<file path="src/rtl/core/assert_macros.svh">
// Assertion macros shared by the RTL of the decoder.
// Depends on nothing; the macros compile to nothing when SYNTHESIS is defined.
`ifndef ASSERT_MACROS_SVH
`define ASSERT_MACROS_SVH
`ifndef SYNTHESIS
// Same-cycle implication, disabled while reset is asserted.
`define ASSERT_IMPLY(label, clk, rst_n, a, b) \
	label: assert property (@(posedge clk) disable iff (!(rst_n)) (a) |-> (b)) \
		else $error("assertion failed: same-cycle implication");
// Next-cycle implication, disabled while reset is asserted.
`define ASSERT_NEXT(label, clk, rst_n, a, b) \
	label: assert property (@(posedge clk) disable iff (!(rst_n)) (a) |=> (b)) \
		else $error("assertion failed: next-cycle implication");
`else
`define ASSERT_IMPLY(label, clk, rst_n, a, b)
`define ASSERT_NEXT(label, clk, rst_n, a, b)
`endif
`endif

</file>
<file path="src/rtl/core/rvd_pkg.sv">
// Types, opcodes and operation numbers of the RV32I/F variant decoder.
// Depends on nothing; used by every stage module and the top level.
package rvd_pkg;

	// major opcodes, bits 6:0
	localparam logic [6:0] OPC_BRANCH = 7'b1100011;
	localparam logic [6:0] OPC_LOAD   = 7'b0000011;
	localparam logic [6:0] OPC_STORE  = 7'b0100011;
	localparam logic [6:0] OPC_IMM    = 7'b0010011;
	localparam logic [6:0] OPC_OP     = 7'b0110011;
	localparam logic [6:0] OPC_LUI    = 7'b0110111;
	localparam logic [6:0] OPC_AUIPC  = 7'b0010111;
	localparam logic [6:0] OPC_JAL    = 7'b1101111;
	localparam logic [6:0] OPC_JALR   = 7'b1100111;
	localparam logic [6:0] OPC_NOP    = 7'b1111111;
	localparam logic [6:0] OPC_FLW    = 7'b0000111;
	localparam logic [6:0] OPC_FSW    = 7'b0100111;
	localparam logic [6:0] OPC_FOP    = 7'b1010011;

	// funct7 codes of the float opcode
	localparam logic [6:0] F7_FADD   = 7'h00;
	localparam logic [6:0] F7_FSUB   = 7'h04;
	localparam logic [6:0] F7_FMUL   = 7'h08;
	localparam logic [6:0] F7_FDIV   = 7'h0C;
	localparam logic [6:0] F7_FSQRT  = 7'h2C;
	localparam logic [6:0] F7_FSGNJ  = 7'h10;
	localparam logic [6:0] F7_FMINMAX = 7'h14;
	localparam logic [6:0] F7_FCVTWS = 7'h60;
	localparam logic [6:0] F7_FMVXW  = 7'h70;
	localparam logic [6:0] F7_FCMP   = 7'h50;
	localparam logic [6:0] F7_FCVTSW = 7'h68;
	localparam logic [6:0] F7_FMVWX  = 7'h78;

	// {funct7, funct3} codes of the register ALU opcode
	localparam logic [9:0] F10_ADD  = 10'h000;
	localparam logic [9:0] F10_SUB  = 10'h100;
	localparam logic [9:0] F10_SLL  = 10'h001;
	localparam logic [9:0] F10_SLT  = 10'h002;
	localparam logic [9:0] F10_SLTU = 10'h003;
	localparam logic [9:0] F10_XOR  = 10'h004;
	localparam logic [9:0] F10_SRL  = 10'h005;
	localparam logic [9:0] F10_SRA  = 10'h105;
	localparam logic [9:0] F10_OR   = 10'h006;
	localparam logic [9:0] F10_AND  = 10'h007;

	// operation numbers
	localparam logic [5:0] OP_NONE     = 6'd0;
	localparam logic [5:0] OP_BEQ      = 6'd1;
	localparam logic [5:0] OP_BNE      = 6'd2;
	localparam logic [5:0] OP_BGE      = 6'd3;
	localparam logic [5:0] OP_BLTU     = 6'd4;
	localparam logic [5:0] OP_BGEU     = 6'd5;
	localparam logic [5:0] OP_LB       = 6'd6;
	localparam logic [5:0] OP_LH       = 6'd7;
	localparam logic [5:0] OP_LW       = 6'd8;
	localparam logic [5:0] OP_LBU      = 6'd9;
	localparam logic [5:0] OP_LHU      = 6'd10;
	localparam logic [5:0] OP_SB       = 6'd11;
	localparam logic [5:0] OP_SH       = 6'd12;
	localparam logic [5:0] OP_SW       = 6'd13;
	localparam logic [5:0] OP_ADDI     = 6'd14;
	localparam logic [5:0] OP_SLTI     = 6'd15;
	localparam logic [5:0] OP_SLTIU    = 6'd16;
	localparam logic [5:0] OP_XORI     = 6'd17;
	localparam logic [5:0] OP_ORI      = 6'd18;
	localparam logic [5:0] OP_ANDI     = 6'd19;
	localparam logic [5:0] OP_ADD      = 6'd20;
	localparam logic [5:0] OP_SUB      = 6'd21;
	localparam logic [5:0] OP_SLL      = 6'd22;
	localparam logic [5:0] OP_SLT      = 6'd23;
	localparam logic [5:0] OP_SLTU     = 6'd24;
	localparam logic [5:0] OP_XOR      = 6'd25;
	localparam logic [5:0] OP_SRL      = 6'd26;
	localparam logic [5:0] OP_SRA      = 6'd27;
	localparam logic [5:0] OP_OR       = 6'd28;
	localparam logic [5:0] OP_AND      = 6'd29;
	localparam logic [5:0] OP_LUI      = 6'd30;
	localparam logic [5:0] OP_AUIPC    = 6'd31;
	localparam logic [5:0] OP_JAL      = 6'd32;
	localparam logic [5:0] OP_JALR     = 6'd33;
	localparam logic [5:0] OP_FLW      = 6'd34;
	localparam logic [5:0] OP_FSW      = 6'd35;
	localparam logic [5:0] OP_FADD     = 6'd36;
	localparam logic [5:0] OP_FSUB     = 6'd37;
	localparam logic [5:0] OP_FMUL     = 6'd38;
	localparam logic [5:0] OP_FDIV     = 6'd39;
	localparam logic [5:0] OP_FSQRT    = 6'd40;
	localparam logic [5:0] OP_FSGNJ    = 6'd41;
	localparam logic [5:0] OP_FSGNJN   = 6'd42;
	localparam logic [5:0] OP_FSGNJX   = 6'd43;
	localparam logic [5:0] OP_FMIN     = 6'd44;
	localparam logic [5:0] OP_FMAX     = 6'd45;
	localparam logic [5:0] OP_FCVT_W_S = 6'd46;
	localparam logic [5:0] OP_FCVT_WU_S = 6'd47;
	localparam logic [5:0] OP_FMV_X_W  = 6'd48;
	localparam logic [5:0] OP_FEQ      = 6'd49;
	localparam logic [5:0] OP_FLT      = 6'd50;
	localparam logic [5:0] OP_FLE      = 6'd51;
	localparam logic [5:0] OP_FCLASS   = 6'd52;
	localparam logic [5:0] OP_FCVT_S_W = 6'd53;
	localparam logic [5:0] OP_FCVT_S_WU = 6'd54;
	localparam logic [5:0] OP_FMV_W_X  = 6'd55;
	localparam logic [5:0] OP_NOP      = 6'd56;

	// status codes
	localparam logic [1:0] ST_OK        = 2'd0;
	localparam logic [1:0] ST_BAD_OPC   = 2'd1;
	localparam logic [1:0] ST_BAD_FUNCT = 2'd2;

	// opcode class found in the first stage
	typedef enum logic [3:0] {
		K_BRANCH, K_LOAD, K_STORE, K_IMM, K_OP, K_LUI, K_AUIPC,
		K_JAL, K_JALR, K_FLW, K_FSW, K_FOP, K_NOP, K_ILLEGAL
	} kind_t;

	// immediate layout picked in the second stage
	typedef enum logic [2:0] {
		IMM_NONE, IMM_I, IMM_S, IMM_U, IMM_J
	} imm_fmt_t;

	typedef struct packed {
		logic [31:0] word;
		kind_t       kind;
	} s1_t;

	typedef struct packed {
		logic [31:0] word;
		logic [5:0]  op;
		imm_fmt_t    fmt;
		logic        bad_opc;
	} s2_t;

	typedef struct packed {
		logic [1:0]  status;
		logic [31:0] immediate;
		logic [4:0]  destination;
		logic [4:0]  source_two;
		logic [4:0]  source_one;
		logic [5:0]  operation;
	} res_t;

endpackage

</file>
<file path="src/rtl/core/rvd_classify.sv">
// First pipeline stage: register the instruction word and its opcode class.
// Depends on rvd_pkg.
module rvd_classify (
	input  logic         clk,
	input  logic         arst_n,
	input  logic         in_valid,
	output logic         in_ready,
	input  logic [31:0]  in_word,
	output logic         out_valid,
	input  logic         out_ready,
	output rvd_pkg::s1_t out_data
);

	logic         valid_s1;
	rvd_pkg::s1_t data_s1;
	rvd_pkg::kind_t kind;

	always_comb begin
		case (in_word[6:0])
			rvd_pkg::OPC_BRANCH: kind = rvd_pkg::K_BRANCH;
			rvd_pkg::OPC_LOAD:   kind = rvd_pkg::K_LOAD;
			rvd_pkg::OPC_STORE:  kind = rvd_pkg::K_STORE;
			rvd_pkg::OPC_IMM:    kind = rvd_pkg::K_IMM;
			rvd_pkg::OPC_OP:     kind = rvd_pkg::K_OP;
			rvd_pkg::OPC_LUI:    kind = rvd_pkg::K_LUI;
			rvd_pkg::OPC_AUIPC:  kind = rvd_pkg::K_AUIPC;
			rvd_pkg::OPC_JAL:    kind = rvd_pkg::K_JAL;
			rvd_pkg::OPC_JALR:   kind = rvd_pkg::K_JALR;
			rvd_pkg::OPC_FLW:    kind = rvd_pkg::K_FLW;
			rvd_pkg::OPC_FSW:    kind = rvd_pkg::K_FSW;
			rvd_pkg::OPC_FOP:    kind = rvd_pkg::K_FOP;
			rvd_pkg::OPC_NOP:    kind = rvd_pkg::K_NOP;
			default:             kind = rvd_pkg::K_ILLEGAL;
		endcase
	end

	assign in_ready = !valid_s1 || out_ready;

	always_ff @(posedge clk or negedge arst_n) begin
		if (!arst_n) begin
			valid_s1 <= 1'b0;
		end else if (in_ready) begin
			valid_s1 <= in_valid;
		end
	end

	always_ff @(posedge clk) begin
		if (in_ready && in_valid) begin
			data_s1.word <= in_word;
			data_s1.kind <= kind;
		end
	end

	assign out_valid = valid_s1;
	assign out_data  = data_s1;

endmodule

</file>
<file path="src/rtl/core/rvd_select.sv">
// Second pipeline stage: pick the operation number and immediate layout.
// Depends on rvd_pkg.
module rvd_select (
	input  logic         clk,
	input  logic         arst_n,
	input  logic [2:0]   rm,
	input  logic         in_valid,
	output logic         in_ready,
	input  rvd_pkg::s1_t in_data,
	output logic         out_valid,
	input  logic         out_ready,
	output rvd_pkg::s2_t out_data
);

	logic         valid_s2;
	rvd_pkg::s2_t data_s2;

	logic [2:0] f3;
	logic [6:0] f7;
	logic [4:0] rs2;
	logic       rm_ok;
	logic [5:0] op;
	rvd_pkg::imm_fmt_t fmt;
	logic       bad_opc;

	assign f3    = in_data.word[14:12];
	assign f7    = in_data.word[31:25];
	assign rs2   = in_data.word[24:20];
	assign rm_ok = (f3 == rm);

	always_comb begin
		op      = rvd_pkg::OP_NONE;
		fmt     = rvd_pkg::IMM_NONE;
		bad_opc = 1'b0;
		case (in_data.kind)
			rvd_pkg::K_BRANCH: begin
				fmt = rvd_pkg::IMM_S;
				case (f3)
					3'd0:    op = rvd_pkg::OP_BEQ;
					3'd4:    op = rvd_pkg::OP_BNE;
					3'd5:    op = rvd_pkg::OP_BGE;
					3'd6:    op = rvd_pkg::OP_BLTU;
					3'd7:    op = rvd_pkg::OP_BGEU;
					default: op = rvd_pkg::OP_NONE;
				endcase
			end
			rvd_pkg::K_LOAD: begin
				fmt = rvd_pkg::IMM_I;
				case (f3)
					3'd0:    op = rvd_pkg::OP_LB;
					3'd1:    op = rvd_pkg::OP_LH;
					3'd2:    op = rvd_pkg::OP_LW;
					3'd4:    op = rvd_pkg::OP_LBU;
					3'd5:    op = rvd_pkg::OP_LHU;
					default: op = rvd_pkg::OP_NONE;
				endcase
			end
			rvd_pkg::K_STORE: begin
				fmt = rvd_pkg::IMM_S;
				case (f3)
					3'd0:    op = rvd_pkg::OP_SB;
					3'd1:    op = rvd_pkg::OP_SH;
					3'd2:    op = rvd_pkg::OP_SW;
					default: op = rvd_pkg::OP_NONE;
				endcase
			end
			rvd_pkg::K_IMM: begin
				fmt = rvd_pkg::IMM_I;
				case (f3)
					3'd0:    op = rvd_pkg::OP_ADDI;
					3'd2:    op = rvd_pkg::OP_SLTI;
					3'd3:    op = rvd_pkg::OP_SLTIU;
					3'd4:    op = rvd_pkg::OP_XORI;
					3'd6:    op = rvd_pkg::OP_ORI;
					3'd7:    op = rvd_pkg::OP_ANDI;
					default: op = rvd_pkg::OP_NONE;
				endcase
			end
			rvd_pkg::K_OP: begin
				case ({f7, f3})
					rvd_pkg::F10_ADD:  op = rvd_pkg::OP_ADD;
					rvd_pkg::F10_SUB:  op = rvd_pkg::OP_SUB;
					rvd_pkg::F10_SLL:  op = rvd_pkg::OP_SLL;
					rvd_pkg::F10_SLT:  op = rvd_pkg::OP_SLT;
					rvd_pkg::F10_SLTU: op = rvd_pkg::OP_SLTU;
					rvd_pkg::F10_XOR:  op = rvd_pkg::OP_XOR;
					rvd_pkg::F10_SRL:  op = rvd_pkg::OP_SRL;
					rvd_pkg::F10_SRA:  op = rvd_pkg::OP_SRA;
					rvd_pkg::F10_OR:   op = rvd_pkg::OP_OR;
					rvd_pkg::F10_AND:  op = rvd_pkg::OP_AND;
					default:           op = rvd_pkg::OP_NONE;
				endcase
			end
			rvd_pkg::K_LUI: begin
				fmt = rvd_pkg::IMM_U;
				op  = rvd_pkg::OP_LUI;
			end
			rvd_pkg::K_AUIPC: begin
				fmt = rvd_pkg::IMM_U;
				op  = rvd_pkg::OP_AUIPC;
			end
			rvd_pkg::K_JAL: begin
				fmt = rvd_pkg::IMM_J;
				op  = rvd_pkg::OP_JAL;
			end
			rvd_pkg::K_JALR: begin
				fmt = rvd_pkg::IMM_I;
				if (f3 == 3'd0) op = rvd_pkg::OP_JALR;
			end
			rvd_pkg::K_FLW: begin
				fmt = rvd_pkg::IMM_I;
				if (f3 == 3'd2) op = rvd_pkg::OP_FLW;
			end
			rvd_pkg::K_FSW: begin
				fmt = rvd_pkg::IMM_S;
				if (f3 == 3'd2) op = rvd_pkg::OP_FSW;
			end
			rvd_pkg::K_FOP: begin
				case (f7)
					rvd_pkg::F7_FADD:  if (rm_ok) op = rvd_pkg::OP_FADD;
					rvd_pkg::F7_FSUB:  if (rm_ok) op = rvd_pkg::OP_FSUB;
					rvd_pkg::F7_FMUL:  if (rm_ok) op = rvd_pkg::OP_FMUL;
					rvd_pkg::F7_FDIV:  if (rm_ok) op = rvd_pkg::OP_FDIV;
					rvd_pkg::F7_FSQRT: if (rm_ok) op = rvd_pkg::OP_FSQRT;
					rvd_pkg::F7_FSGNJ: begin
						case (f3)
							3'd0:    op = rvd_pkg::OP_FSGNJ;
							3'd1:    op = rvd_pkg::OP_FSGNJN;
							3'd2:    op = rvd_pkg::OP_FSGNJX;
							default: op = rvd_pkg::OP_NONE;
						endcase
					end
					rvd_pkg::F7_FMINMAX: begin
						case (f3)
							3'd0:    op = rvd_pkg::OP_FMIN;
							3'd1:    op = rvd_pkg::OP_FMAX;
							default: op = rvd_pkg::OP_NONE;
						endcase
					end
					rvd_pkg::F7_FCVTWS: begin
						if (rm_ok && rs2 == 5'd0) op = rvd_pkg::OP_FCVT_W_S;
						else if (rm_ok && rs2 == 5'd1) op = rvd_pkg::OP_FCVT_WU_S;
					end
					rvd_pkg::F7_FMVXW: begin
						if (rs2 == 5'd0 && f3 == 3'd0) op = rvd_pkg::OP_FMV_X_W;
						else if (rs2 == 5'd0 && f3 == 3'd1) op = rvd_pkg::OP_FCLASS;
					end
					rvd_pkg::F7_FCMP: begin
						case (f3)
							3'd2:    op = rvd_pkg::OP_FEQ;
							3'd1:    op = rvd_pkg::OP_FLT;
							3'd0:    op = rvd_pkg::OP_FLE;
							default: op = rvd_pkg::OP_NONE;
						endcase
					end
					rvd_pkg::F7_FCVTSW: begin
						if (rm_ok && rs2 == 5'd0) op = rvd_pkg::OP_FCVT_S_W;
						else if (rm_ok && rs2 == 5'd1) op = rvd_pkg::OP_FCVT_S_WU;
					end
					rvd_pkg::F7_FMVWX: begin
						if (f3 == 3'd0 && rs2 == 5'd1) op = rvd_pkg::OP_FMV_W_X;
					end
					default: op = rvd_pkg::OP_NONE;
				endcase
			end
			rvd_pkg::K_NOP: op = rvd_pkg::OP_NOP;
			default: bad_opc = 1'b1;
		endcase
		// an undecoded word carries no immediate
		if (op == rvd_pkg::OP_NONE) fmt = rvd_pkg::IMM_NONE;
	end

	assign in_ready = !valid_s2 || out_ready;

	always_ff @(posedge clk or negedge arst_n) begin
		if (!arst_n) begin
			valid_s2 <= 1'b0;
		end else if (in_ready) begin
			valid_s2 <= in_valid;
		end
	end

	always_ff @(posedge clk) begin
		if (in_ready && in_valid) begin
			data_s2.word    <= in_data.word;
			data_s2.op      <= op;
			data_s2.fmt     <= fmt;
			data_s2.bad_opc <= bad_opc;
		end
	end

	assign out_valid = valid_s2;
	assign out_data  = data_s2;

endmodule

</file>
<file path="src/rtl/core/rvd_format.sv">
// Third pipeline stage: build the immediate and status, hold the result item.
// Depends on rvd_pkg.
module rvd_format (
	input  logic          clk,
	input  logic          arst_n,
	input  logic          in_valid,
	output logic          in_ready,
	input  rvd_pkg::s2_t  in_data,
	output logic          out_valid,
	input  logic          out_ready,
	output rvd_pkg::res_t out_data
);

	logic          valid_s3;
	rvd_pkg::res_t data_s3;
	logic [31:0]   imm;
	logic [1:0]    status;
	logic [31:0]   w;

	assign w = in_data.word;

	always_comb begin
		case (in_data.fmt)
			rvd_pkg::IMM_I: imm = {{20{w[31]}}, w[31:20]};
			rvd_pkg::IMM_S: imm = {{20{w[31]}}, w[31:25], w[11:7]};
			rvd_pkg::IMM_U: imm = {w[31:12], 12'b0};
			rvd_pkg::IMM_J: imm = {{12{w[31]}}, w[31:12]};
			default:        imm = 32'd0;
		endcase
		if (in_data.bad_opc) status = rvd_pkg::ST_BAD_OPC;
		else if (in_data.op == rvd_pkg::OP_NONE) status = rvd_pkg::ST_BAD_FUNCT;
		else status = rvd_pkg::ST_OK;
	end

	assign in_ready = !valid_s3 || out_ready;

	always_ff @(posedge clk or negedge arst_n) begin
		if (!arst_n) begin
			valid_s3 <= 1'b0;
		end else if (in_ready) begin
			valid_s3 <= in_valid;
		end
	end

	always_ff @(posedge clk) begin
		if (in_ready && in_valid) begin
			data_s3.operation   <= in_data.op;
			data_s3.source_one  <= w[19:15];
			data_s3.source_two  <= w[24:20];
			data_s3.destination <= w[11:7];
			data_s3.immediate   <= imm;
			data_s3.status      <= status;
		end
	end

	assign out_valid = valid_s3;
	assign out_data  = data_s3;

endmodule

</file>
<file path="src/rtl/core/rv32if_variant_instruction_decoder.sv">
// Top level of the RV32I/F variant instruction decoder: three-stage pipeline.
// Depends on rvd_pkg, rvd_classify, rvd_select, rvd_format, assert_macros.svh.
//
//  channel  direction  handshake            payload
//  s_*      in         s_tvalid / s_tready  s_tdata[31:0]  instruction_word
//  m_*      out        m_tvalid / m_tready  m_tdata[55:0]  decoded result item
//  cfg_*    in         cfg_we               cfg_wdata[2:0] accepted_rounding_mode
//
// One item per cycle while m_tready stays high; the register stages are opcode class,
// operation select and immediate/status build.
// Each stage advances when its register is empty or the next stage takes its
// item, so a stall on m_tready backs up stage by stage and bubbles are squeezed.
// arst_n clears the stage valid bits and sets the rounding mode register to 0.
module rv32if_variant_instruction_decoder (
	input  logic        clk,
	input  logic        arst_n,
	// instruction_word [31:0]
	input  logic        s_tvalid,
	output logic        s_tready,
	input  logic [31:0] s_tdata,
	// operation [5:0], source_one [10:6], source_two [15:11], destination [20:16],
	// immediate [52:21], status [54:53], zero fill [55]
	output logic        m_tvalid,
	input  logic        m_tready,
	output logic [55:0] m_tdata,
	input  logic        cfg_we,
	input  logic [2:0]  cfg_wdata
);

	`include "assert_macros.svh"

	logic [2:0] rm_q;

	logic          valid_1, ready_1;
	rvd_pkg::s1_t  data_1;
	logic          valid_2, ready_2;
	rvd_pkg::s2_t  data_2;
	rvd_pkg::res_t res;

	// Hold the rounding mode; the user must change it only while the pipeline is empty, the block does not enforce this.
	always_ff @(posedge clk or negedge arst_n) begin
		if (!arst_n) begin
			rm_q <= 3'd0;
		end else if (cfg_we) begin
			rm_q <= cfg_wdata;
		end
	end

	// Stage 1: classify the major opcode.
	rvd_classify u_classify (
		.clk       (clk),
		.arst_n    (arst_n),
		.in_valid  (s_tvalid),
		.in_ready  (s_tready),
		.in_word   (s_tdata),
		.out_valid (valid_1),
		.out_ready (ready_1),
		.out_data  (data_1)
	);

	// Stage 2: resolve funct3/funct7/rs2/rm into an operation number.
	rvd_select u_select (
		.clk       (clk),
		.arst_n    (arst_n),
		.rm        (rm_q),
		.in_valid  (valid_1),
		.in_ready  (ready_1),
		.in_data   (data_1),
		.out_valid (valid_2),
		.out_ready (ready_2),
		.out_data  (data_2)
	);

	// Stage 3: assemble immediate and status into the output register.
	rvd_format u_format (
		.clk       (clk),
		.arst_n    (arst_n),
		.in_valid  (valid_2),
		.in_ready  (ready_2),
		.in_data   (data_2),
		.out_valid (m_tvalid),
		.out_ready (m_tready),
		.out_data  (res)
	);

	// Pack the result fields from the lowest bit up.
	assign m_tdata = {1'b0, res.status, res.immediate, res.destination,
		res.source_two, res.source_one, res.operation};

	// An accepted item always lands in stage 1.
	`ASSERT_NEXT(a_accept_fills_s1, clk, arst_n, s_tvalid && s_tready, valid_1)
	// A stage-2 item blocked by the output stage stays put.
	`ASSERT_NEXT(a_s2_holds, clk, arst_n, valid_2 && !ready_2, valid_2 && $stable(data_2))
	// A failed decode carries neither an operation nor an immediate.
	`ASSERT_IMPLY(a_bad_is_empty, clk, arst_n, m_tvalid && res.status != rvd_pkg::ST_OK, res.operation == rvd_pkg::OP_NONE && res.immediate == 32'd0)
	// A good decode always names an operation.
	`ASSERT_IMPLY(a_ok_has_op, clk, arst_n, m_tvalid && res.status == rvd_pkg::ST_OK, res.operation != rvd_pkg::OP_NONE)

endmodule

</file>
<file path="config.mk">
export PLATFORM = sky130hd
export DESIGN_NAME = rv32if_variant_instruction_decoder
export DESIGN_NICKNAME = d
export VERILOG_FILES = /design/src/rtl/core/rvd_pkg.sv /design/src/rtl/core/rvd_classify.sv /design/src/rtl/core/rvd_select.sv /design/src/rtl/core/rvd_format.sv /design/src/rtl/core/rv32if_variant_instruction_decoder.sv
export VERILOG_INCLUDE_DIRS = /design/src /design/src/rtl/core
export SDC_FILE = /design/constraint.sdc
export NUM_CORES = 1
export LEC_CHECK = 0
export BUFFER_PORTS_ARGS = -buffer_cell sky130_fd_sc_hd__clkbuf_2
export CAP_MARGIN = 10
export CORE_MARGIN = 4
export CORE_UTILIZATION = 39
export DETAILED_ROUTE_END_ITERATION = 7
export GPL_ROUTABILITY_DRIVEN = 1
export SLEW_MARGIN = 20
export SYNTH_ARGS = -nofsm -noshare
export SYNTH_HDL_FRONTEND = slang
export SYNTH_SLANG_ARGS = --single-unit
</file>
<file path="constraint.sdc">
create_clock -name clk -period 2.2 [get_ports clk]
set_input_delay 0.22 -clock clk [delete_from_list [all_inputs] [get_ports clk]]
set_output_delay 0.22 -clock clk [all_outputs]
set_load 0.1 [all_outputs]
</file>
=== Yosys cells after proc, flatten, opt, wreduce, memory -nomap -nowiden ===
Cells that the tools add are included.

* Eq/ne operators: 58
* Multiplexer cells: 30
* Reductions and logical operators: 25

{| class="wikitable"
|+ Operator list
! operator !! number
|-
| $pmux W32 S4 || 1
|-
| $mux W6 || 15
|-
| $pmux W6 S13 || 1
|-
| $pmux W6 S12 || 1
|-
| $eq A7 B7 Y1 const B || 10
|-
| $pmux W4 S13 || 1
|-
| $pmux W5 S10 || 1
|-
| $eq A10 B3 Y1 const B || 4
|-
| $pmux W6 S3 || 2
|-
| $eq A7 B6 Y1 const B || 5
|-
| $pmux W5 S6 || 1
|-
| $eq A7 B5 Y1 const B || 4
|-
| $eq A10 B2 Y1 const B || 2
|-
| $eq A10 B9 Y1 const B || 2
|-
| $eq A4 B4 Y1 const B || 5
|-
| $pmux W4 S5 || 1
|-
| $eq A4 B3 Y1 const B || 4
|-
| $eq A3 B3 Y1 const B || 5
|-
| $pmux W3 S5 || 1
|-
| $eq A7 B3 Y1 const B || 2
|-
| $eq A7 B4 Y1 const B || 2
|-
| $reduce_or A13 Y1 || 1
|-
| $eq A3 B2 Y1 const B || 4
|-
| $logic_not A6 Y1 || 2
|-
| 23 further kinds || 36
|}

* Flip-flop bits (word level): 139
* Input port bits: 40
* Output and inout port bits: 58
* Word-level logic and storage cells: 129

=== Depth between registers and ports, before layout ===
Gate-level depths: netlist of the first run.

* Word-level depth: 7
* Gate-level depth with buffers: 8
* Gate-level depth less buffers: 6

=== By module ===
From an unflattened synthesis of the first run, not the netlist that was laid out.

* Cells, all modules: 473
* Area total of the unflattened synthesis: 6531.3 µm²

{| class="wikitable"
|+ Modules (own cells, without submodules)
! module !! instances !! cells each !! area an instance (µm²) !! seq. area each (µm²)
|-
| rvd_format || 1 || 163 || 2613.8 || 1676.6
|-
| rvd_select || 1 || 239 || 2531.2 || 1286.2
|-
| rvd_classify || 1 || 63 || 1266.2 || 1106.1
|-
| rv32if_variant_instruction_decoder || 1 || 8 || 120.1 || 75.1
|}

=== Worst setup path after synthesis of the first run ===
OpenSTA, ideal clock, no wires.

* Kind: register -> register
* From: register u_format.valid_s3 (netlist: u_format.out_valid)
* To: register u_classify.data_s1 (netlist bit u_classify.out_data[0]) (enable)
* Setup time: 0.389 ns
* Data arrival time: 2.756 ns
* Data required time: 1.811 ns
* Path slack: -0.945 ns
* Cell stages (with the launch flop): 4
* Path buffers: 0
* Clock period less this slack: 3.145 ns
* Path through: dfrtp_1 -> nor2b_1 -> nand3_1 -> and2_1

* Cells in the longest elaborated chain, start to end: 5

{| class="wikitable"
|+ RTL lines
! element !! line !! RTL
|-
| start, declared || rvd_format.sv:14 || <nowiki>logic valid_s3;</nowiki>
|-
| start signal, assigned || rvd_format.sv:41 || <nowiki>valid_s3 <= in_valid;</nowiki>
|-
| $logic_not A1 Y1 || rvd_format.sv:35 || <nowiki>assign in_ready = !valid_s3 || out_ready;</nowiki>
|-
| $logic_or A1 B1 Y1 || rvd_format.sv:35 ||
|-
| $logic_or A1 B1 Y1 || rvd_select.sv:173 || <nowiki>assign in_ready = !valid_s2 || out_ready;</nowiki>
|-
| $logic_or A1 B1 Y1 || rvd_classify.sv:37 || <nowiki>assign in_ready = !valid_s1 || out_ready;</nowiki>
|-
| named net s_tready || rv32if_variant_instruction_decoder.sv:19 || <nowiki>output logic s_tready,</nowiki>
|-
| $logic_and A1 B1 Y1 || rvd_classify.sv:48 || <nowiki>if (in_ready && in_valid) begin</nowiki>
|-
| end, declared || rvd_classify.sv:15 || <nowiki>rvd_pkg::s1_t data_s1;</nowiki>
|}

The timed path passes the listed nets, and every way through them passes these cells.
A chain may end at the register's enable or synchronous reset.

=== Worst setup path in the final report of the first run ===
* From: register u_classify.data_s1 (netlist bit u_classify.out_data[32])
* To: register u_select.data_s2 (netlist bit u_select.out_data[2]), data pin

* Cells in the longest elaborated chain, start to end: 4
* Elaborated cells between the ends (all ways): 26
* Classes of those cells: 20 x eq/ne; 3 x mux; 3 x reduce/logical

{| class="wikitable"
|+ RTL lines
! element !! line !! RTL
|-
| $eq A10 B3 Y1 (tied with other cells) || rvd_select.sv:80 || <nowiki>case ({f7, f3})</nowiki>
|-
| $pmux W5 S10 / $pmux W6 S12 (equally long branches) || rvd_select.sv:80, rvd_select.sv:119 ||
|-
| $pmux W6 S13 * || rvd_select.sv:35 || <nowiki>case (in_data.kind)</nowiki>
|-
| $logic_not A6 Y1 * || rvd_select.sv:170 || <nowiki>if (op == rvd_pkg::OP_NONE) fmt = rvd_pkg::IMM_NONE;</nowiki>
|-
| end, declared || rvd_select.sv:16 || <nowiki>rvd_pkg::s2_t data_s2;</nowiki>
|}

Every way passes the cells marked *; elsewhere a longest branch is shown, timed or not.

==> flow_results.xml, run 1 <==
<?xml version="1.0" encoding="UTF-8"?>
<metrics>
  <group name="critical_path">
    <metric name="worst-path-max-fanout" unit="">6</metric>
    <metric name="critical-path-top-delay-family" unit="">compound AO/OA/AOI/OAI gates</metric>
    <metric name="cp_cell_sequence" unit="">a21boi_0 &gt; o32ai_2 &gt; o211a_1 &gt; a221oi_1 &gt; o211a_1 &gt; a41oi_2</metric>
    <metric name="reg2reg_to" unit="">u_select.out_data[2]</metric>
    <metric name="category_of_the_worst_setup_path_capture_point" unit="">flip-flop</metric>
    <metric name="critPathKind" unit="">flip-flop to flip-flop</metric>
    <metric name="timing.critical_path.required" unit="ns">2.35</metric>
    <metric name="crit_path_max_incr_delay" unit="ns">0.49</metric>
    <metric name="cp_slowest_cell" unit="">edfxtp_1</metric>
    <metric name="cp_data_arrival_time" unit="ns">2.38</metric>
    <metric name="crit_top_cell" unit="">o211a_1</metric>
    <metric name="crit_buf_inv" unit="">0</metric>
    <metric name="r2r.worst_path.cells" unit="">6</metric>
    <metric name="worstReg2RegStart" unit="">u_classify.out_data[32]</metric>
    <metric name="critical_path.startpoint_type" unit="">flip-flop</metric>
    <metric name="worst_reg2reg_setup_slack" unit="ns">-0.03</metric>
  </group>
  <group name="floorplanning">
    <metric name="chipWidth" unit="um">129.4</metric>
    <metric name="die_area" unit="um^2">16740</metric>
    <metric name="core" unit="um^2">14480</metric>
    <metric name="initial_core_util" unit="%">39.69</metric>
    <metric name="io_pins" unit="">98</metric>
    <metric name="fp.dieH" unit="um">129.4</metric>
    <metric name="num_rows" unit="">44</metric>
  </group>
  <group name="grt">
    <metric name="overflow" unit="">0</metric>
    <metric name="track_usage" unit="%">17.82</metric>
    <metric name="grt_pass1_wl" unit="um">22840</metric>
    <metric name="grt_start_max_net_pins" unit="">56</metric>
    <metric name="antenna_violations_before_repair" unit="">0</metric>
    <metric name="grt_pass1_vias" unit="">4312</metric>
  </group>
  <group name="timing">
    <metric name="slew_viol_final" unit="">0</metric>
    <metric name="setup_violations" unit="">2</metric>
    <metric name="timing.hold.ws" unit="ns">0.04557</metric>
    <metric name="maxSlewHeadroom" unit="%">62.87</metric>
    <metric name="fmax" unit="GHz">0.4486</metric>
    <metric name="report.final.hold_viol_count" unit="">0</metric>
    <metric name="post-route-period-util" unit="%">101.3</metric>
    <metric name="post-route-worst-setup-slack" unit="ns">-0.02909</metric>
    <metric name="post-route-min-period" unit="ns">2.229</metric>
    <metric name="setup_repair_after_global_routing_missed_its_margin" unit="">true</metric>
    <metric name="fin_skew" unit="ns">0.008016</metric>
    <metric name="slew_of_the_pin_with_the_lowest_slew_margin" unit="ns">0.5594</metric>
  </group>
  <group name="final_layout">
    <metric name="design_area" unit="um^2">7849</metric>
    <metric name="top_library_cells_by_usage_in_the_layout_fill_and_taps_aside" unit="">119 x edfxtp_1, 96 x clkbuf_2, 69 x buf_4</metric>
    <metric name="fillCellCount" unit="">1261</metric>
    <metric name="final-instance-count-excl-fill" unit="">846</metric>
    <metric name="antenna_diode_count" unit="">0</metric>
    <metric name="finish.utilization" unit="%">54.21</metric>
    <metric name="syn_to_final_growth" unit="%">36.58</metric>
    <metric name="layout_commonest_cell" unit="">edfxtp_1</metric>
    <metric name="layout_cells_sized_above_1" unit="%">35.50</metric>
    <metric name="final_net_count" unit="">690</metric>
  </group>
  <group name="cts">
    <metric name="clk_root_buffer_cell" unit="">clkbuf_16</metric>
    <metric name="clk_pin_slew_worst_paths" unit="ns">0.05</metric>
    <metric name="numClockSinks" unit="">125</metric>
    <metric name="htree_levels" unit="">4</metric>
    <metric name="max-clock-path-buffers" unit="">2</metric>
    <metric name="clk-insertion-delay-late" unit="ns">0.42</metric>
    <metric name="numCtsBuffers" unit="">17</metric>
    <metric name="cts_tree" unit="">done</metric>
  </group>
  <group name="routing">
    <metric name="route.final.wire_length" unit="um">14360</metric>
    <metric name="postRouteAntennaNets" unit="">0</metric>
    <metric name="drt-pass1-iter-count" unit="">4</metric>
    <metric name="vias_per_cell" unit="">5.135</metric>
    <metric name="num_vias" unit="">4344</metric>
    <metric name="drc" unit="">0</metric>
    <metric name="wire_per_inst" unit="um">16.97</metric>
    <metric name="detailedRoute.firstIterationViolations" unit="">301</metric>
  </group>
  <group name="hold_path">
    <metric name="min_from" unit="">cfg_wdata[2]</metric>
    <metric name="min_to" unit="">rm_q[2]</metric>
    <metric name="min_delay_path_depth" unit="">2</metric>
    <metric name="hold_path.class" unit="">input port to flip-flop</metric>
  </group>
  <group name="logic_synthesis">
    <metric name="yosys_register_bits" unit="">125</metric>
    <metric name="synth_top_area_cell" unit="">edfxtp_1</metric>
    <metric name="yosys_warnings" unit="">0</metric>
    <metric name="synthesis.nets" unit="">500</metric>
    <metric name="synth.area.top_cells" unit="">edfxtp_1 62%, nand2_1 3.2%, o21ai_0 2.9%</metric>
    <metric name="synthDominantCellAreaShare" unit="%">62.18</metric>
    <metric name="ys_async_sr_fraction" unit="%">4.800</metric>
    <metric name="number_of_enable_flip_flop_cells_after_synthesis" unit="">119</metric>
    <metric name="post_synth.cell_area_avg" unit="um^2">12.49</metric>
    <metric name="cell_count_after_synthesis" unit="">460</metric>
    <metric name="ys_dominant_reg_cell" unit="">edfxtp_1</metric>
    <metric name="synth.yosys.seq_area_share" unit="%">64.79</metric>
    <metric name="netlist-cell-type-count" unit="">67</metric>
    <metric name="synth.cell_area" unit="um^2">5747</metric>
  </group>
  <group name="run">
    <metric name="max-cap-violations" unit="">0</metric>
  </group>
  <group name="power_and_ir_drop">
    <metric name="irDropWorstVdd" unit="uV">503.1</metric>
    <metric name="leakagePower" unit="nW">3.162</metric>
    <metric name="power_density" unit="nW/um^2">912.1</metric>
  </group>
  <group name="status">
    <metric name="violated_checks" unit="">setup timing</metric>
    <metric name="outcome" unit="">complete, but fails checks</metric>
  </group>
  <group name="placed_design">
    <metric name="gpl.final_weighted_congestion" unit="">0.8506</metric>
    <metric name="place_inst" unit="">787</metric>
    <metric name="dp.final_hpwl" unit="um">10290</metric>
    <metric name="place_worst_setup_slack" unit="ns">-0.07871</metric>
    <metric name="port_buffers" unit="">96</metric>
    <metric name="placement.cell_area" unit="um^2">6895</metric>
  </group>
</metrics>
==> repair_timing <==
| item | in CTS | in global routing |
|---|---|---|
| hold buffers | 27 | 0 |
| endpoints found under the hold margin | 32 | 0 |
| endpoints found under the setup margin | 3 | 4 |
| buffers inserted | 1 | 0 |
| pin swaps | 5 | 1 |
| gates resized for setup | 14 | 12 |
==> worst max path at each step <==
stage                            start                      to  slack [ns]  cells after the start
2_1_floorplan       u_format.out_valid  u_classify.out_data[0]        0.02                      3
6_report       u_classify.out_data[32]    u_select.out_data[2]       -0.03                      6
3_3_place_gp   u_classify.out_data[18]    u_select.out_data[2]       -0.06                      9
3_5_place_dp   u_classify.out_data[16]    u_select.out_data[1]       -0.08                      8
5_1_grt        u_classify.out_data[18]    u_select.out_data[2]       -0.12                      7
4_1_cts        u_classify.out_data[26]    u_select.out_data[1]       -0.04                      6
==> cell type report <==
cell class              instances  area (um^2)  area share (%)
flip-flops and latches        125         3725           47.46
multi-input cells             295         1952           24.87
repair buffers                199         1365           17.39
clock buffers                  18        429.2           5.468
well taps                     184        230.2           2.933
clock inverters                13        102.6           1.307
inverters                      12        45.04          0.5739
==> Yosys cell counts, types with 3 or more instances <==
library cell and n:
and2_1 6, a21o_1 14, nand3_1 11, xor2_1 5, nor3_1 12, o21a_1 3, nor2_1 21, nand2_1 49
or4_1 3, or2_2 3, nand4_1 4, a22oi_1 13, mux2_2 4, a211oi_1 4, buf_6 4, nand2b_1 10
and3_1 5, inv_1 12, a21oi_1 22, o211a_1 3, o21ai_0 33, edfxtp_1 119, nor4_1 6, dfrtp_1 6
xnor2_1 3, buf_4 6, nor2b_1 9, clkbuf_1 15, o21bai_1 3, o211ai_1 6
==> power by group <==
group | internal, mW | switching [mW] | total (mW)
clock network | 1.52 | 0.975 | 2.50
logic | 0.358 | 1.26 | 1.62
registers | 2.90 | 0.139 | 3.04
==> flip-flops by register name, indices dropped and copies added (netlist names) <==
register and cells:
u_format.out_valid 1, rm_q 3, u_classify.out_valid 1, u_select.out_data 35, u_format.out_data 55, u_classify.out_data 29
u_select.out_valid 1
==> through the flow <==
step	total power, mW	setup TNS, ns
after floorplan	4.264	0
after global placement	4.636	-0.1552
after detailed placement	4.646	-0.1772
after CTS	7.204	-0.07553
after global routing	7.454	-0.3257
final	7.159	-0.05053
==> logic make-up after synthesis <==
group	share of synthesized area (%)
AND/OR/NAND/NOR	14.67
flip-flops	64.79
AO/OA/AOI/OAI	14.72
buffers and inverters	3.570
XOR/XNOR	1.219
multiplexers	0.9579
other	0.06525
==> layer usage <==
layer,part of all wire [%],wire (um),GRT usage [%],vias up
met4,1.4,196,5.991,0
met2,49,7103,28.20,120
met1,44,6324,24.16,2069
li1,-,-,-,2139
met5,0,0,0,-
met3,5.1,735,4.452,16
Power figures use the tool's default switching activity.
==> run 2, diff against run 1 <==
--- a/config.mk
+++ b/config.mk
@@ -12,6 +12,7 @@
 export CORE_UTILIZATION = 39
 export DETAILED_ROUTE_END_ITERATION = 7
 export GPL_ROUTABILITY_DRIVEN = 1
+export HOLD_SLACK_MARGIN = 0.1
 export SLEW_MARGIN = 20
 export SYNTH_ARGS = -nofsm -noshare
 export SYNTH_HDL_FRONTEND = slang
==> constraint.sdc (replaced) <==
create_clock -name clk -period 1.8 [get_ports clk]
set_input_delay 0.18 -clock clk [delete_from_list [all_inputs] [get_ports clk]]
set_output_delay 0.18 -clock clk [all_outputs]
set_load 0.1 [all_outputs]
==> run 2 against run 1 <==
  * The flow still finishes with violations (setup timing)
  * Clock skew increased by 0.0032 ns
  * Clock-buffer cell count unchanged
  * Global-route usage increased by 0.59 points
  * Utilization increased by 2.7 points
  * Clock power increased by 30%
  * Die area unchanged
  * Sequential share of layout area decreased by 2.2 points
  * Maximum frequency decreased by 0.97%
  * Largest power group unchanged
==> flow_results.xml, run 2 (synthesis gave the netlist of run 1 again) <==
<?xml version="1.0" encoding="UTF-8"?>
<metrics>
  <group name="routing">
    <metric name="num_vias" unit="">4639</metric>
    <metric name="detailedRoute.firstIterationViolations" unit="">359</metric>
    <metric name="drc" unit="">0</metric>
    <metric name="wire_per_inst" unit="um">17.22</metric>
    <metric name="postRouteAntennaNets" unit="">0</metric>
    <metric name="vias_per_cell" unit="">5.296</metric>
    <metric name="drt-pass1-iter-count" unit="">6</metric>
    <metric name="route.final.wire_length" unit="um">15090</metric>
  </group>
  <group name="grt">
    <metric name="track_usage" unit="%">18.40</metric>
    <metric name="grt_pass1_wl" unit="um">23370</metric>
    <metric name="grt_start_max_net_pins" unit="">38</metric>
    <metric name="grt_pass1_vias" unit="">4398</metric>
    <metric name="overflow" unit="">0</metric>
    <metric name="antenna_violations_before_repair" unit="">0</metric>
  </group>
  <group name="power_and_ir_drop">
    <metric name="leakagePower" unit="nW">3.348</metric>
    <metric name="finalPower" unit="mW">9.030</metric>
    <metric name="power_density" unit="nW/um^2">1097</metric>
    <metric name="irDropWorstVdd" unit="uV">784.9</metric>
  </group>
  <group name="placed_design">
    <metric name="placement.cell_area" unit="um^2">7038</metric>
    <metric name="gpl.final_weighted_congestion" unit="">0.8937</metric>
    <metric name="port_buffers" unit="">96</metric>
    <metric name="dp.final_hpwl" unit="um">10820</metric>
  </group>
  <group name="final_layout">
    <metric name="design_area" unit="um^2">8233</metric>
    <metric name="layout_cells_sized_above_1" unit="%">39.02</metric>
    <metric name="final_net_count" unit="">719</metric>
    <metric name="top_library_cells_by_usage_in_the_layout_fill_and_taps_aside" unit="">119 x edfxtp_1, 96 x clkbuf_2, 87 x buf_4</metric>
    <metric name="syn_to_final_growth" unit="%">43.26</metric>
    <metric name="antenna_diode_count" unit="">0</metric>
    <metric name="largest_register_ffs" unit="">55</metric>
    <metric name="fillCellCount" unit="">1188</metric>
    <metric name="layout_commonest_cell" unit="">edfxtp_1</metric>
    <metric name="finish.utilization" unit="%">56.86</metric>
  </group>
  <group name="critical_path">
    <metric name="setup.worst_path.start" unit="">u_classify.out_data[18]</metric>
    <metric name="critical-path-top-delay-family" unit="">compound AO/OA/AOI/OAI gates</metric>
    <metric name="cp_data_arrival_time" unit="ns">2.50</metric>
    <metric name="category_of_the_worst_setup_path_capture_point" unit="">flip-flop</metric>
    <metric name="cp_cell_sequence" unit="">or4b_4 &gt; a2111oi_4 &gt; a211oi_2 &gt; a211o_1 &gt; and3_4 &gt; a41oi_1</metric>
    <metric name="timing.critical_path.required" unit="ns">2.05</metric>
    <metric name="worst-path-max-fanout" unit="">6</metric>
    <metric name="critPathKind" unit="">flip-flop to flip-flop</metric>
    <metric name="crit_path_max_incr_delay" unit="ns">0.57</metric>
    <metric name="worstReg2RegStart" unit="">u_classify.out_data[18]</metric>
    <metric name="cp_slowest_cell" unit="">or4b_4</metric>
    <metric name="crit_buf_inv" unit="">0</metric>
    <metric name="critical_path.startpoint_type" unit="">flip-flop</metric>
  </group>
  <group name="timing">
    <metric name="setup_repair_after_global_routing_missed_its_margin" unit="">true</metric>
    <metric name="fin_skew" unit="ns">0.01121</metric>
    <metric name="slew_of_the_pin_with_the_lowest_slew_margin" unit="ns">0.5587</metric>
    <metric name="post-route-worst-setup-slack" unit="ns">-0.4509</metric>
    <metric name="setup_tns" unit="ns">-2.562</metric>
    <metric name="post-route-period-util" unit="%">125.1</metric>
    <metric name="post-route-min-period" unit="ns">2.251</metric>
    <metric name="slew_viol_final" unit="">0</metric>
    <metric name="report.final.hold_viol_count" unit="">0</metric>
    <metric name="setup_violations" unit="">8</metric>
    <metric name="fmax" unit="GHz">0.4443</metric>
    <metric name="maxSlewHeadroom" unit="%">62.91</metric>
  </group>
  <group name="floorplanning">
    <metric name="fp.dieH" unit="um">129.4</metric>
    <metric name="io_pins" unit="">98</metric>
    <metric name="initial_core_util" unit="%">39.69</metric>
    <metric name="core" unit="um^2">14480</metric>
    <metric name="num_rows" unit="">44</metric>
    <metric name="chipWidth" unit="um">129.4</metric>
    <metric name="die_area" unit="um^2">16740</metric>
  </group>
  <group name="status">
    <metric name="outcome" unit="">complete, but fails checks</metric>
    <metric name="violated_checks" unit="">setup timing</metric>
  </group>
  <group name="cts">
    <metric name="max-clock-path-buffers" unit="">2</metric>
    <metric name="clk-insertion-delay-late" unit="ns">0.41</metric>
    <metric name="htree_levels" unit="">4</metric>
    <metric name="cts_tree" unit="">done</metric>
    <metric name="numCtsBuffers" unit="">17</metric>
    <metric name="clk_pin_slew_worst_paths" unit="ns">0.05</metric>
    <metric name="clk_root_buffer_cell" unit="">clkbuf_16</metric>
    <metric name="numClockSinks" unit="">125</metric>
  </group>
  <group name="run">
    <metric name="max-cap-violations" unit="">0</metric>
  </group>
  <group name="hold_path">
    <metric name="hold_path.class" unit="">input port to asynchronous set/reset pin</metric>
  </group>
</metrics>
run 2: cell types whose count changed in the layout (fill, tap and decap cells not counted), sizes merged:
cell         before  now
buf              76   95
bufinv            1    2
clkinv            7    5
dlygate4sd3      27   37
inv              12   14
run 2: where the power goes:
group          internal (mW)  total, mW  leakage (nW)  switching (mW)
Clock                   2.03       3.24         0.268            1.21
Sequential              3.55       3.71          1.22           0.158
Combinational          0.500       2.08          1.85            1.58
Total                   6.08       9.03          3.35            2.95
run 2: worst paths after layout:
check / slack [ns] / cells after the start / to
min in group clk: 0.14 / 3 / u_classify.out_data[2]
min: 0.12 / 2 / u_format.out_valid
max in group asynchronous: 1.51 / 2 / u_format.out_valid
max reg2reg: -0.45 / 6 / u_select.out_data[1]
min reg2reg: 0.42 / 0 / u_select.out_data[19]
max: -0.45 / 6 / u_select.out_data[1]
run 2: metrics by stage:
step	setup slack, ns	hold slack, ns	std cells
global route	-0.5189	0.1186	876
global placement	-0.4883	0.007495	799
floorplan	-0.2525	-0.1156	460
detailed placement	-0.4987	0.01963	799
finish	-0.4509	0.1198	876
CTS	-0.4499	0.1096	873
run 2: worst reg2reg max path, delay by kind of cell (launching register included):
| family | cells | cell delay (ns) |
|---|---|---|
| compound gates | 4 | 0.82 |
| flops | 1 | 0.50 |
| simple gates | 2 | 0.76 |
run 2: layout make-up:
type                    instances  area, um^2  share of cell area, %
flip-flops and latches        125        3727                  45.27
well taps                     184       230.2                  2.796
clock buffers                  18       429.2                  5.213
multi-input cells             295        2024                  24.59
repair buffers                228        1633                  19.83
inverters                      12       45.04                 0.5471
clock inverters                14       143.9                  1.748
run 2: timing repair:
item	in CTS	in global routing
setup buffers	5	3
pin swaps	12	15
hold endpoints to repair	37	0
endpoints found under the setup margin	8	8
hold buffers	37	0
resized for setup	22	20
run 2: per-layer routing:
layer / global-route usage (%) / routed length (um) / vias up
met2: 29.48 / 7417 / 163
met1: 23.96 / 6401 / 2259
li1: - / - / 2187
met3: 4.658 / 912 / 30
met5: 0 / 0 / -
met4: 7.597 / 355 / 0
